--- config.mk ---
export PLATFORM = sky130hd
export DESIGN_NAME = edf_deadline_queue_core_flat
export DESIGN_NICKNAME = d
export VERILOG_FILES = /design/src/sv/edfq_pkg.sv /design/src/sv/edfq_ifs.sv /design/src/sv/edf_deadline_queue_core.sv /design/src/flat_wrapper.sv
export SDC_FILE = /design/constraint.sdc
export NUM_CORES = 2
export LEC_CHECK = 0
export ABC_CLOCK_PERIOD_IN_PS = 6500
export BUFFER_PORTS_ARGS = -buffer_cell sky130_fd_sc_hd__buf_2
export CELL_PAD_IN_SITES_DETAIL_PLACEMENT = 1
export CELL_PAD_IN_SITES_GLOBAL_PLACEMENT = 2
export CORE_ASPECT_RATIO = 1.25
export CORE_MARGIN = 2
export CORE_UTILIZATION = 41
export CTS_CLUSTER_SIZE = 8
export DETAILED_ROUTE_END_ITERATION = 8
export GPL_TIMING_DRIVEN = 0
export PLACE_DENSITY_LB_ADDON = 0.1
export SYNTH_ARGS = -nofsm -noshare
export SYNTH_HDL_FRONTEND = slang
export SYNTH_SLANG_ARGS = --single-unit
--- constraint.sdc ---
create_clock -name clk -period 6.5 [get_ports clk]
set_input_delay 0.975 -clock clk [delete_from_list [all_inputs] [get_ports clk]]
set_output_delay 0.975 -clock clk [all_outputs]
set_load 0.005 [all_outputs]
--- src/sv/edfq_pkg.sv ---
`default_nettype none

package edfq_pkg;

  // Fixed field widths of the channels
  localparam int MODE_W   = 2;
  localparam int FID_W    = 8;
  localparam int FTIME_W  = 32;
  localparam int STAT_W   = 2;
  localparam int OCC_W    = 5;

  // Operation codes
  localparam logic [MODE_W-1:0] MODE_INSERT = 2'd0;
  localparam logic [MODE_W-1:0] MODE_CHECK  = 2'd1;
  localparam logic [MODE_W-1:0] MODE_REMOVE = 2'd2;

  // Status codes
  localparam logic [STAT_W-1:0] STAT_OK    = 2'd0;
  localparam logic [STAT_W-1:0] STAT_FULL  = 2'd1;
  localparam logic [STAT_W-1:0] STAT_EMPTY = 2'd2;

  typedef logic [FID_W-1:0]   fid_t;
  typedef logic [FTIME_W-1:0] ftime_t;

endpackage

`default_nettype wire

--- src/sv/edfq_ifs.sv ---
`default_nettype none

interface edfq_in_if;
  import edfq_pkg::*;

  logic                valid;
  logic                ready;
  logic [MODE_W-1:0]   mode;
  fid_t                job_id;
  ftime_t              job_deadline;
  ftime_t              job_exec_time;
  ftime_t              check_time;

  modport source (output valid, mode, job_id, job_deadline, job_exec_time, check_time,
                  input ready);
  modport sink (input valid, mode, job_id, job_deadline, job_exec_time, check_time,
                output ready);
endinterface

interface edfq_out_if;
  import edfq_pkg::*;

  logic                valid;
  logic                ready;
  logic [STAT_W-1:0]   status;
  logic                miss_found;
  fid_t                miss_job_id;
  fid_t                removed_job_id;
  logic [OCC_W-1:0]    occupancy;

  modport source (output valid, status, miss_found, miss_job_id, removed_job_id, occupancy,
                  input ready);
  modport sink (input valid, status, miss_found, miss_job_id, removed_job_id, occupancy,
                output ready);
endinterface

`default_nettype wire

--- src/sv/edf_deadline_queue_core.sv ---
`default_nettype none

// Earliest-deadline-first job queue. Jobs (id, absolute deadline, remaining
// time) live in one synchronous memory used as a ring, logically sorted by
// deadline from the head; equal deadlines keep arrival order. Each input beat
// carries one operation and yields exactly one result beat. Insert into a
// non-empty queue walks from the tail toward the head, moving each job with a
// later deadline up by one slot, one entry per cycle. Check walks from the
// head, adding remaining times to check_time one entry per cycle, and stops
// at the first job that completes past its deadline. Remove reads the head
// entry and advances the ring head. Insert into an empty or a full queue,
// check on an empty queue, remove on an empty queue and the unused mode go
// straight from the accepting step to the finish step. The walks handle one
// entry at a time because the memory has a single read port with registered
// read data. A new beat is taken as soon as the previous operation has handed
// its result to the output register, even while that result still waits for
// out_ch.ready. No memory clearing is needed after reset.
module edf_deadline_queue_core #(
  parameter int DEPTH     = 16,
  parameter int TIME_BITS = 32,
  parameter int ID_BITS   = 8
) (
  input  wire logic   clk,
  input  wire logic   rst_n,
  edfq_in_if.sink     in_ch,
  edfq_out_if.source  out_ch
);
  import edfq_pkg::*;

  localparam int IDX_W = $clog2(DEPTH);
  localparam int CNT_W = $clog2(DEPTH + 1);
  localparam int ENT_W = ID_BITS + 2 * TIME_BITS;
  localparam logic [IDX_W:0]   DEPTH_W   = (IDX_W + 1)'(DEPTH);
  localparam logic [CNT_W-1:0] DEPTH_CNT = CNT_W'(DEPTH);

  // Sequencer states
  localparam logic [2:0] S_IDLE     = 3'd0;
  localparam logic [2:0] S_INS      = 3'd1;
  localparam logic [2:0] S_INS_LAST = 3'd2;
  localparam logic [2:0] S_CHK      = 3'd3;
  localparam logic [2:0] S_REM      = 3'd4;
  localparam logic [2:0] S_DONE     = 3'd5;

  // Map a logical queue position onto its ring slot
  function automatic logic [IDX_W-1:0] phys(input logic [IDX_W-1:0] head,
                                            input logic [IDX_W-1:0] pos);
    logic [IDX_W:0] s;
    s = {1'b0, head} + {1'b0, pos};
    if (s >= DEPTH_W) begin
      s = s - DEPTH_W;
    end
    return s[IDX_W-1:0];
  endfunction

  // Control state
  logic [2:0]       state_r, state_nxt;
  logic [IDX_W-1:0] head_r, head_nxt;
  logic [CNT_W-1:0] count_r, count_nxt;
  logic             out_valid_r, out_valid_nxt;

  // Operation payload
  logic [IDX_W-1:0]     k_r, k_nxt;
  logic [ID_BITS-1:0]   id_r, id_nxt;
  logic [TIME_BITS-1:0] dl_r, dl_nxt;
  logic [TIME_BITS-1:0] ex_r, ex_nxt;
  logic [TIME_BITS-1:0] t_r, t_nxt;
  logic [STAT_W-1:0]    res_status_r, res_status_nxt;
  logic                 res_miss_r, res_miss_nxt;
  fid_t                 res_miss_id_r, res_miss_id_nxt;
  fid_t                 res_removed_r, res_removed_nxt;
  logic [STAT_W-1:0]    out_status_r, out_status_nxt;
  logic                 out_miss_r, out_miss_nxt;
  fid_t                 out_miss_id_r, out_miss_id_nxt;
  fid_t                 out_removed_r, out_removed_nxt;
  logic [OCC_W-1:0]     out_occ_r, out_occ_nxt;

  // Job memory: {id, deadline, remaining}
  logic [ENT_W-1:0] mem [DEPTH];
  logic [ENT_W-1:0] mem_rd_r;
  logic [IDX_W-1:0] mem_ra, mem_wa;
  logic [ENT_W-1:0] mem_wd;
  logic             mem_we;

  logic [ID_BITS-1:0]   ent_id;
  logic [TIME_BITS-1:0] ent_dl, ent_rem;
  logic [TIME_BITS:0]   sum;
  logic [IDX_W-1:0]     k_inc, k_dec, tail_pos;
  logic                 accept;

  assign ent_id   = mem_rd_r[ENT_W-1 -: ID_BITS];
  assign ent_dl   = mem_rd_r[2*TIME_BITS-1 -: TIME_BITS];
  assign ent_rem  = mem_rd_r[TIME_BITS-1:0];
  assign sum      = {1'b0, t_r} + {1'b0, ent_rem};
  assign k_inc    = k_r + IDX_W'(1);
  assign k_dec    = k_r - IDX_W'(1);
  assign tail_pos = IDX_W'(count_r - CNT_W'(1));

  assign in_ch.ready = (state_r == S_IDLE);
  assign accept      = in_ch.valid && in_ch.ready;

  assign out_ch.valid          = out_valid_r;
  assign out_ch.status         = out_status_r;
  assign out_ch.miss_found     = out_miss_r;
  assign out_ch.miss_job_id    = out_miss_id_r;
  assign out_ch.removed_job_id = out_removed_r;
  assign out_ch.occupancy      = out_occ_r;

  always_comb begin
    state_nxt       = state_r;
    head_nxt        = head_r;
    count_nxt       = count_r;
    out_valid_nxt   = out_valid_r;
    k_nxt           = k_r;
    id_nxt          = id_r;
    dl_nxt          = dl_r;
    ex_nxt          = ex_r;
    t_nxt           = t_r;
    res_status_nxt  = res_status_r;
    res_miss_nxt    = res_miss_r;
    res_miss_id_nxt = res_miss_id_r;
    res_removed_nxt = res_removed_r;
    out_status_nxt  = out_status_r;
    out_miss_nxt    = out_miss_r;
    out_miss_id_nxt = out_miss_id_r;
    out_removed_nxt = out_removed_r;
    out_occ_nxt     = out_occ_r;
    mem_ra          = phys(head_r, k_r);
    mem_wa          = phys(head_r, k_inc);
    mem_wd          = mem_rd_r;
    mem_we          = 1'b0;

    // Drop the result beat once taken
    if (out_valid_r && out_ch.ready) begin
      out_valid_nxt = 1'b0;
    end

    case (state_r)
      S_IDLE: begin
        if (accept) begin
          id_nxt          = ID_BITS'(in_ch.job_id);
          dl_nxt          = TIME_BITS'(in_ch.job_deadline);
          ex_nxt          = TIME_BITS'(in_ch.job_exec_time);
          t_nxt           = TIME_BITS'(in_ch.check_time);
          res_status_nxt  = STAT_OK;
          res_miss_nxt    = 1'b0;
          res_miss_id_nxt = '0;
          res_removed_nxt = '0;
          state_nxt       = S_DONE;
          case (in_ch.mode)
            MODE_INSERT: begin
              if (count_r == DEPTH_CNT) begin
                res_status_nxt = STAT_FULL;
              end else if (count_r == '0) begin
                // Empty ring: place the job at the head directly
                mem_we    = 1'b1;
                mem_wa    = head_r;
                mem_wd    = {ID_BITS'(in_ch.job_id), TIME_BITS'(in_ch.job_deadline),
                             TIME_BITS'(in_ch.job_exec_time)};
                count_nxt = count_r + CNT_W'(1);
              end else begin
                k_nxt     = tail_pos;
                mem_ra    = phys(head_r, tail_pos);
                state_nxt = S_INS;
              end
            end
            MODE_CHECK: begin
              if (count_r != '0) begin
                k_nxt     = '0;
                mem_ra    = head_r;
                state_nxt = S_CHK;
              end
            end
            MODE_REMOVE: begin
              if (count_r == '0) begin
                res_status_nxt = STAT_EMPTY;
              end else begin
                mem_ra    = head_r;
                state_nxt = S_REM;
              end
            end
            default: begin
              state_nxt = S_DONE;
            end
          endcase
        end
      end

      S_INS: begin
        // Entry k is in mem_rd_r; slot k+1 is free
        mem_we = 1'b1;
        mem_wa = phys(head_r, k_inc);
        if (ent_dl > dl_r) begin
          mem_wd = mem_rd_r;
          if (k_r == '0) begin
            state_nxt = S_INS_LAST;
          end else begin
            k_nxt  = k_dec;
            mem_ra = phys(head_r, k_dec);
          end
        end else begin
          mem_wd    = {id_r, dl_r, ex_r};
          count_nxt = count_r + CNT_W'(1);
          state_nxt = S_DONE;
        end
      end

      S_INS_LAST: begin
        mem_we    = 1'b1;
        mem_wa    = head_r;
        mem_wd    = {id_r, dl_r, ex_r};
        count_nxt = count_r + CNT_W'(1);
        state_nxt = S_DONE;
      end

      S_CHK: begin
        if (sum > {1'b0, ent_dl}) begin
          res_miss_nxt    = 1'b1;
          res_miss_id_nxt = FID_W'(ent_id);
          state_nxt       = S_DONE;
        end else begin
          t_nxt = sum[TIME_BITS-1:0];
          if ((CNT_W'(k_r) + CNT_W'(1)) == count_r) begin
            state_nxt = S_DONE;
          end else begin
            k_nxt  = k_inc;
            mem_ra = phys(head_r, k_inc);
          end
        end
      end

      S_REM: begin
        res_removed_nxt = FID_W'(ent_id);
        head_nxt        = phys(head_r, IDX_W'(1));
        count_nxt       = count_r - CNT_W'(1);
        state_nxt       = S_DONE;
      end

      S_DONE: begin
        // Hold until the output register is free
        if (!out_valid_r || out_ch.ready) begin
          out_valid_nxt   = 1'b1;
          out_status_nxt  = res_status_r;
          out_miss_nxt    = res_miss_r;
          out_miss_id_nxt = res_miss_id_r;
          out_removed_nxt = res_removed_r;
          out_occ_nxt     = OCC_W'(count_r);
          state_nxt       = S_IDLE;
        end
      end

      default: begin
        state_nxt = S_IDLE;
      end
    endcase
  end

  always_ff @(posedge clk) begin
    if (!rst_n) begin
      state_r     <= S_IDLE;
      head_r      <= '0;
      count_r     <= '0;
      out_valid_r <= 1'b0;
    end else begin
      state_r     <= state_nxt;
      head_r      <= head_nxt;
      count_r     <= count_nxt;
      out_valid_r <= out_valid_nxt;
    end
  end

  always_ff @(posedge clk) begin
    k_r           <= k_nxt;
    id_r          <= id_nxt;
    dl_r          <= dl_nxt;
    ex_r          <= ex_nxt;
    t_r           <= t_nxt;
    res_status_r  <= res_status_nxt;
    res_miss_r    <= res_miss_nxt;
    res_miss_id_r <= res_miss_id_nxt;
    res_removed_r <= res_removed_nxt;
    out_status_r  <= out_status_nxt;
    out_miss_r    <= out_miss_nxt;
    out_miss_id_r <= out_miss_id_nxt;
    out_removed_r <= out_removed_nxt;
    out_occ_r     <= out_occ_nxt;
  end

  always_ff @(posedge clk) begin
    if (mem_we) begin
      mem[mem_wa] <= mem_wd;
    end
    mem_rd_r <= mem[mem_ra];
  end

`ifndef SYNTHESIS
  a_count_bound: assert property (@(posedge clk) disable iff (!rst_n)
    count_r <= DEPTH_CNT)
    else $error("job count beyond depth");

  a_count_step: assert property (@(posedge clk) disable iff (!rst_n)
    (count_r != $past(count_r)) |->
      (count_r == $past(count_r) + CNT_W'(1) || count_r == $past(count_r) - CNT_W'(1)))
    else $error("job count moved by more than one");

  a_walk_in_range: assert property (@(posedge clk) disable iff (!rst_n)
    (state_r == S_INS || state_r == S_CHK) |-> (CNT_W'(k_r) < count_r))
    else $error("walk index outside the held jobs");

  a_ins_not_full: assert property (@(posedge clk) disable iff (!rst_n)
    (state_r == S_INS || state_r == S_INS_LAST) |-> (count_r < DEPTH_CNT))
    else $error("insert walk on a full queue");

  a_result_from_done: assert property (@(posedge clk) disable iff (!rst_n)
    $rose(out_valid_r) |-> ($past(state_r) == S_DONE))
    else $error("result beat raised outside the finish step");
`endif

endmodule

`default_nettype wire

--- src/flat_wrapper.sv ---
// flat-port wrapper written by rule: the top's interface ports become plain ports
module edf_deadline_queue_core_flat import edfq_pkg::*;
#(
  parameter int DEPTH     = 16,
  parameter int TIME_BITS = 32,
  parameter int ID_BITS   = 8
)
  (clk, rst_n, in_ch_valid, in_ch_mode, in_ch_job_id, in_ch_job_deadline, in_ch_job_exec_time, in_ch_check_time, in_ch_ready, out_ch_valid, out_ch_status, out_ch_miss_found, out_ch_miss_job_id, out_ch_removed_job_id, out_ch_occupancy, out_ch_ready);
  edfq_in_if in_ch_i ();
  edfq_out_if out_ch_i ();
  input  wire logic clk;
  input  wire logic rst_n;
  input wire logic [$bits(in_ch_i.valid)-1:0] in_ch_valid;
  input wire logic [$bits(in_ch_i.mode)-1:0] in_ch_mode;
  input wire logic [$bits(in_ch_i.job_id)-1:0] in_ch_job_id;
  input wire logic [$bits(in_ch_i.job_deadline)-1:0] in_ch_job_deadline;
  input wire logic [$bits(in_ch_i.job_exec_time)-1:0] in_ch_job_exec_time;
  input wire logic [$bits(in_ch_i.check_time)-1:0] in_ch_check_time;
  output wire logic [$bits(in_ch_i.ready)-1:0] in_ch_ready;
  output wire logic [$bits(out_ch_i.valid)-1:0] out_ch_valid;
  output wire logic [$bits(out_ch_i.status)-1:0] out_ch_status;
  output wire logic [$bits(out_ch_i.miss_found)-1:0] out_ch_miss_found;
  output wire logic [$bits(out_ch_i.miss_job_id)-1:0] out_ch_miss_job_id;
  output wire logic [$bits(out_ch_i.removed_job_id)-1:0] out_ch_removed_job_id;
  output wire logic [$bits(out_ch_i.occupancy)-1:0] out_ch_occupancy;
  input wire logic [$bits(out_ch_i.ready)-1:0] out_ch_ready;
  assign in_ch_i.valid = in_ch_valid;
  assign in_ch_i.mode = in_ch_mode;
  assign in_ch_i.job_id = in_ch_job_id;
  assign in_ch_i.job_deadline = in_ch_job_deadline;
  assign in_ch_i.job_exec_time = in_ch_job_exec_time;
  assign in_ch_i.check_time = in_ch_check_time;
  assign in_ch_ready = in_ch_i.ready;
  assign out_ch_valid = out_ch_i.valid;
  assign out_ch_status = out_ch_i.status;
  assign out_ch_miss_found = out_ch_i.miss_found;
  assign out_ch_miss_job_id = out_ch_i.miss_job_id;
  assign out_ch_removed_job_id = out_ch_i.removed_job_id;
  assign out_ch_occupancy = out_ch_i.occupancy;
  assign out_ch_i.ready = out_ch_ready;
  edf_deadline_queue_core #(.DEPTH(DEPTH), .TIME_BITS(TIME_BITS), .ID_BITS(ID_BITS)) u_core (.clk(clk), .rst_n(rst_n), .in_ch(in_ch_i), .out_ch(out_ch_i));
endmodule
# ---- Yosys cells after proc, flatten, opt, wreduce, memory -nomap -nowiden
# Memory sizes are Yosys's and may differ from the RTL's. A register that Yosys moved wholly into a read port is not among the register bits.
# Cells that the tools add are included.
dict set report totals {
  regBits 164
  mem_bits_rw 1152
  n_memories 1
}
dict set report classes {
  n_addsub 16
  n_lt_le_gt_ge 7
  eq_ne 26
  n_mux 78
  n_reduce_logical 23
}
# memory depth word_bits rd rd_ports_with_merged_regs write_ports line
set mem_list {}
lappend mem_list {u_core.mem 16 72 1 1 1 edf_deadline_queue_core.sv:78} ;# logic [ENT_W-1:0] mem [DEPTH];
# op count
set op_table {}
lappend op_table {{72-bit two-way mux} 5}
lappend op_table {{72-bit one-hot mux with 3 select lines} 1}
lappend op_table {{4-bit two-way mux} 26}
lappend op_table {{32-bit two-way mux} 2}
lappend op_table {{32-bit one-hot mux with 2 select lines} 1}
lappend op_table {{4-bit one-hot mux with 3 select lines} 3}
lappend op_table {{32-bit by 32-bit adder with 33-bit output} 1}
lappend op_table {{33-bit by 32-bit greater-than comparator with 1-bit output} 1}
lappend op_table {{32-bit greater-than comparator} 1}
lappend op_table {{8-bit one-hot mux with 2 select lines} 2}
lappend op_table {{3-bit two-way mux} 9}
lappend op_table {{5-bit greater-or-equal comparator, second input constant} 5}
lappend op_table {{5-bit two-way mux} 5}
lappend op_table {{4-bit by 1-bit subtractor with 4-bit output, second input constant} 6}
lappend op_table {{4-bit by 4-bit adder with 5-bit output} 4}
lappend op_table {{5-bit one-hot mux with 4 select lines} 1}
lappend op_table {{8-bit two-way mux} 2}
lappend op_table {{2-bit != test, second input constant} 8}
lappend op_table {{4-bit one-hot mux with 2 select lines} 2}
lappend op_table {{3-bit != test, second input constant} 5}
lappend op_table {{3-bit one-hot mux with 5 select lines} 1}
lappend op_table {{1-bit two-way mux} 13}
lappend op_table {{4-bit by 1-bit adder with 5-bit output, second input constant} 2}
lappend op_table {{10-bit AND reduction} 1}
lappend op_table {{other kinds (32)} 43}

# ---- Logic depth before layout (Yosys ltp)
dict set report depth {
  depth_word 9
  mapped_depth 30
}

# ---- Least setup slack after synthesis
# Ideal clock, no wire load.
dict set report synth_timing {
  kind {register to register}
  from {register u_core.t_r[0]}
  to {register u_core.t_r[0], enable pin}
  setup_time_ns 0.432
  arrival_ns 6.200
  required_ns 6.068
  path_slack_ns -0.132
  stages_incl_launch_ff 23
  path_buffers 0
  period_less_slack_ns 6.632
  cell_sequence {edfxtp_1 > ha_1 > fa_1 > a21oi_1 > o22ai_1 > a31o_1 > a21oi_1 > o21ai_0 > o211ai_1 > o21a_1 > o21ai_0 > a2111oi_0 > a21oi_1 > xor2_1 > ha_1 > a211oi_1 > o211ai_1 > a31o_1 > or3_1 > a211oi_1 > nand2b_1 > o21ai_0 > a21oi_1}
}
dict set report synth_between {
  elab_chain_cells 4
}
# element line
set synth_lines {}
lappend synth_lines {{start, declared} edf_deadline_queue_core.sv:66} ;# logic [TIME_BITS-1:0] t_r, t_nxt;
lappend synth_lines {{start signal, assigned} edf_deadline_queue_core.sv:276} ;# t_r <= t_nxt;
lappend synth_lines {{32-bit by 32-bit adder with 33-bit output} edf_deadline_queue_core.sv:93} ;# assign sum = {1'b0, t_r} + {1'b0, ent_rem};
lappend synth_lines {{33-bit by 32-bit greater-than comparator with 1-bit output} edf_deadline_queue_core.sv:216} ;# if (sum > {1'b0, ent_dl}) begin
lappend synth_lines {{2-bit != test (no source line)} -}
lappend synth_lines {{3-bit AND reduction (no source line)} -}
# No other way between the ends.
# A chain may end at the register's enable or synchronous reset.

# ---- Worst setup path after layout
dict set report layout_timing {
  from {register u_core.t_r[0]}
  to {register u_core.mem_rd_r[0], read port of u_core.mem}
}
dict set report layout_between {
  elab_chain_cells 4
}
# element line
set layout_lines {}
lappend layout_lines {{32-bit by 32-bit adder with 33-bit output} edf_deadline_queue_core.sv:93}
lappend layout_lines {{33-bit by 32-bit greater-than comparator with 1-bit output} edf_deadline_queue_core.sv:216}
lappend layout_lines {{4-bit two-way mux} edf_deadline_queue_core.sv:216}
lappend layout_lines {{4-bit one-hot mux with 3 select lines} edf_deadline_queue_core.sv:137} ;# case (state_r)
lappend layout_lines {{end, declared} edf_deadline_queue_core.sv:79} ;# logic [ENT_W-1:0] mem_rd_r;
# No other way between the ends.

==> impl_metrics.json <==
{
  "io_buffers": 135,
  "required_ns": 7.24,
  "dieHeight_um": 426.4,
  "rsz0062_at_grt": "true",
  "setup_viol": 72,
  "syn-instance-count": 4044,
  "worstSetupPathType": "reg -> reg",
  "cts_buffers": 191,
  "vias": 37701,
  "slew_headroom_pct": 7.271,
  "start_util_pct": 41.17,
  "mappedNetlistArea_um2": 58530,
  "cp_common_cell": "a21oi_2",
  "synth_area_leaders": "edfxtp_1, mux2i_1, nand2_1",
  "path_clk_slew_ns": 0.06,
  "yosysMostFrequentCell": "edfxtp_1",
  "yosys_warnings": 0,
  "slew_viol_final": 0,
  "synth-edff-count": 1303,
  "ys_ff_latch": 1388,
  "min_from": "in_ch_job_exec_time[9]",
  "cts_root_buf": "clkbuf_16",
  "clock_latency_ns": 0.84,
  "hp-class": "in -> reg",
  "drv_cap": 0,
  "fin_crit_sh_pct": 103.9,
  "ff2ff_path_depth": 33,
  "synth_common_cells": "edfxtp_1, nand2_1, mux2i_1",
  "antenna_left": 0,
  "cp_max_fo": 6,
  "antenna_found_initial": 7,
  "ys.flop_type": "edfxtp_1",
  "ff2ff_setup_slack_ns": -0.26,
  "max_stage_delay_ns": 0.46,
  "fin_worst_skew_ns": 0.03668,
  "grt.total_usage_pct": 27.69,
  "critPathBufInv": 7,
  "vias_per_cell": 5.764,
  "syn2layout_area_growth_pct": 22.88,
  "drc": 0,
  "cts_max_level": 4,
  "rr_endpoint": "u_core.mem_rd_r[0]",
  "synthArstFlopShare_pct": 0,
  "drive_above_1_share_pct": 23.46,
  "yosys.area.top_type": "edfxtp_1",
  "r2r-start": "u_core.t_r[0]",
  "cp_slowest_cell": "or3_4",
  "final_nets": 4730,
  "synth_top_area_share_pct": 66.85,
  "setup_ws_ns": -0.2556,
  "wl_um": 204200,
  "dieArea_um2": 145800,
  "tightest_slew_ns": 1.391,
  "grt_pass1_wl_um": 285500,
  "core_area_um2": 142200,
  "clk_path_buf_depth": 3,
  "cp-start-kind": "register",
  "synth_area_per_cell_um2": 14.47,
  "outcome": "finished, violations left",
  "post_drt_wl_per_cell_um": 31.23,
  "grt_pass1_vias": 38510,
  "fin_crit_ns": 6.756,
  "fillers": 13725,
  "globalRouteOverflowTotal": 0,
  "cts_tree": "done",
  "post-place-ws_ns": -3.342,
  "grt_start_max_net_pins": 40,
  "worstPathArrival_ns": 7.49,
  "yosysUniqueCellTypes": 73,
  "ios": 136,
  "synth_fp_nets": 4271,
  "hold_viol": 0,
  "cp-end-kind": "register",
  "synth_seq_area_share_pct": 69.76,
  "clock-sinks": 1388,
  "first_pass_iters": 6,
  "dp_hpwl_um": 141700,
  "routabilityCongestion": 0.8415,
  "hold_depth": 1,
  "drt_iter0_markers": 3299,
  "path_delay_family": "compound AO/OA/AOI/OAI gates",
  "hold_end": "u_core.ex_r[9]",
  "fp-row-count": 155,
  "failed_checks": "negative setup slack",
  "fmax_mhz": 148.0,
  "die_w_um": 341.9
}
placed cells by master, fill, tap and decap left out, types with 41 or more instances in the layout:
cell	count
edfxtp_1	1303
nand2_1	535
mux2i_1	289
clkbuf_16	203
clkbuf_1	185
and3_1	155
buf_2	154
inv_1	125
ha_1	108
a21oi_1	98
a31oi_1	85
a211oi_2	82
dfxtp_1	82
buf_12	74
a22o_1	72
buf_4	72
nor3_2	70
a211oi_1	58
nor2_1	57
buf_6	57
o22ai_2	51
o22ai_1	44
a222oi_1	41
cell families after synthesis:
logic type / count (synthesis) / synth area share [%]
and+or+nand+nor: 985 / 8.276
adders and majority gates: 117 / 2.565
buffers and inverters: 373 / 3.117
AOI/OAI and AO/OA: 817 / 10.12
DFF: 1388 / 69.76
muxes: 308 / 5.302
xor gates and xnor gates: 56 / 0.8616
state kept, by name (all words and copies together), names as in the netlist, 4 cells and up:
| register | count |
|---|---|
| u_core.t_r | 32 |
| u_core.out_ch.occupancy | 5 |
| u_core.id_r | 8 |
| u_core.k_r | 4 |
| u_core.head_r | 4 |
| u_core.ex_r | 32 |
| u_core.mem | 1152 |
| u_core.out_ch.miss_job_id | 8 |
| u_core.res_removed_r | 8 |
| u_core.mem_rd_r | 72 |
| u_core.out_ch.removed_job_id | 8 |
| u_core.dl_r | 32 |
| u_core.res_miss_id_r | 8 |
| u_core.count_r | 5 |
final cells by class:
cell class,instances,area (um2),share of cell area [%]
Sequential cell,1388,40840,56.78
Clock buffer,332,5351,7.441
Inverter,128,483.0,0.6716
Antenna cell,2,5.005,0.006959
Clock inverter,13,239.0,0.3323
Buffer,240,2256,3.137
Multi-Input combinational cell,2283,17680,24.59
Tap cell,1884,2357,3.278
Timing Repair Buffer,271,2703,3.758
how the worst max path moves through the flow:
stage                  start             endpoint  slack [ns]  cells past startpoint
6_report       u_core.t_r[0]   u_core.mem_rd_r[0]       -0.26                     33
4_1_cts        u_core.t_r[0]   u_core.mem_rd_r[7]       -0.27                     29
3_3_place_gp   in_ch_mode[1]   u_core.mem[12][27]       -4.18                      8
3_5_place_dp   u_core.t_r[0]  u_core.mem_rd_r[59]       -3.34                     29
5_1_grt        u_core.t_r[0]   u_core.mem_rd_r[0]       -0.40                     33
2_1_floorplan  in_ch_mode[1]     u_core.mem[6][0]        0.50                      7
layer usage:
| layer | part of all wire, % | vias up | wire length (um) | track usage (%) |
|---|---|---|---|---|
| li1 | - | 16522 | - | - |
| met1 | 42 | 19676 | 85280 | 36.12 |
| met2 | 49 | 1186 | 99920 | 47.31 |
| met3 | 5.4 | 317 | 11110 | 3.886 |
| met4 | 3.9 | 0 | 7929 | 9.561 |
| met5 | 0 | - | 0 | 0 |
stage by stage:
stage          cells  hold WS [ns]  util, %  instance area (um2)  TNS (ns)
6_report        6541        0.3417    50.59                71910    -10.37
2_1_floorplan   4044        0.4003        -                58530         0
3_5_place_dp    6123        0.4063    44.22                62860   -259.32
4_1_cts         6511        0.2893    49.29                70060    -8.070
5_1_grt         6539        0.3184    50.58                71910    -22.17
3_3_place_gp    6063        0.4042    43.31                61560  -4800.35
timing repair:
item                       in CTS  in global routing
setup endpoints to repair     215                 76
pin swaps                      57                 64
gates cloned                    3                  3
hold buffers                    0                  0
gates resized for setup       343                356
buffers inserted               42                 26
Power is not shown: default switching activity piles up to over one toggle a cycle in this logic, so the estimate is an artifact.
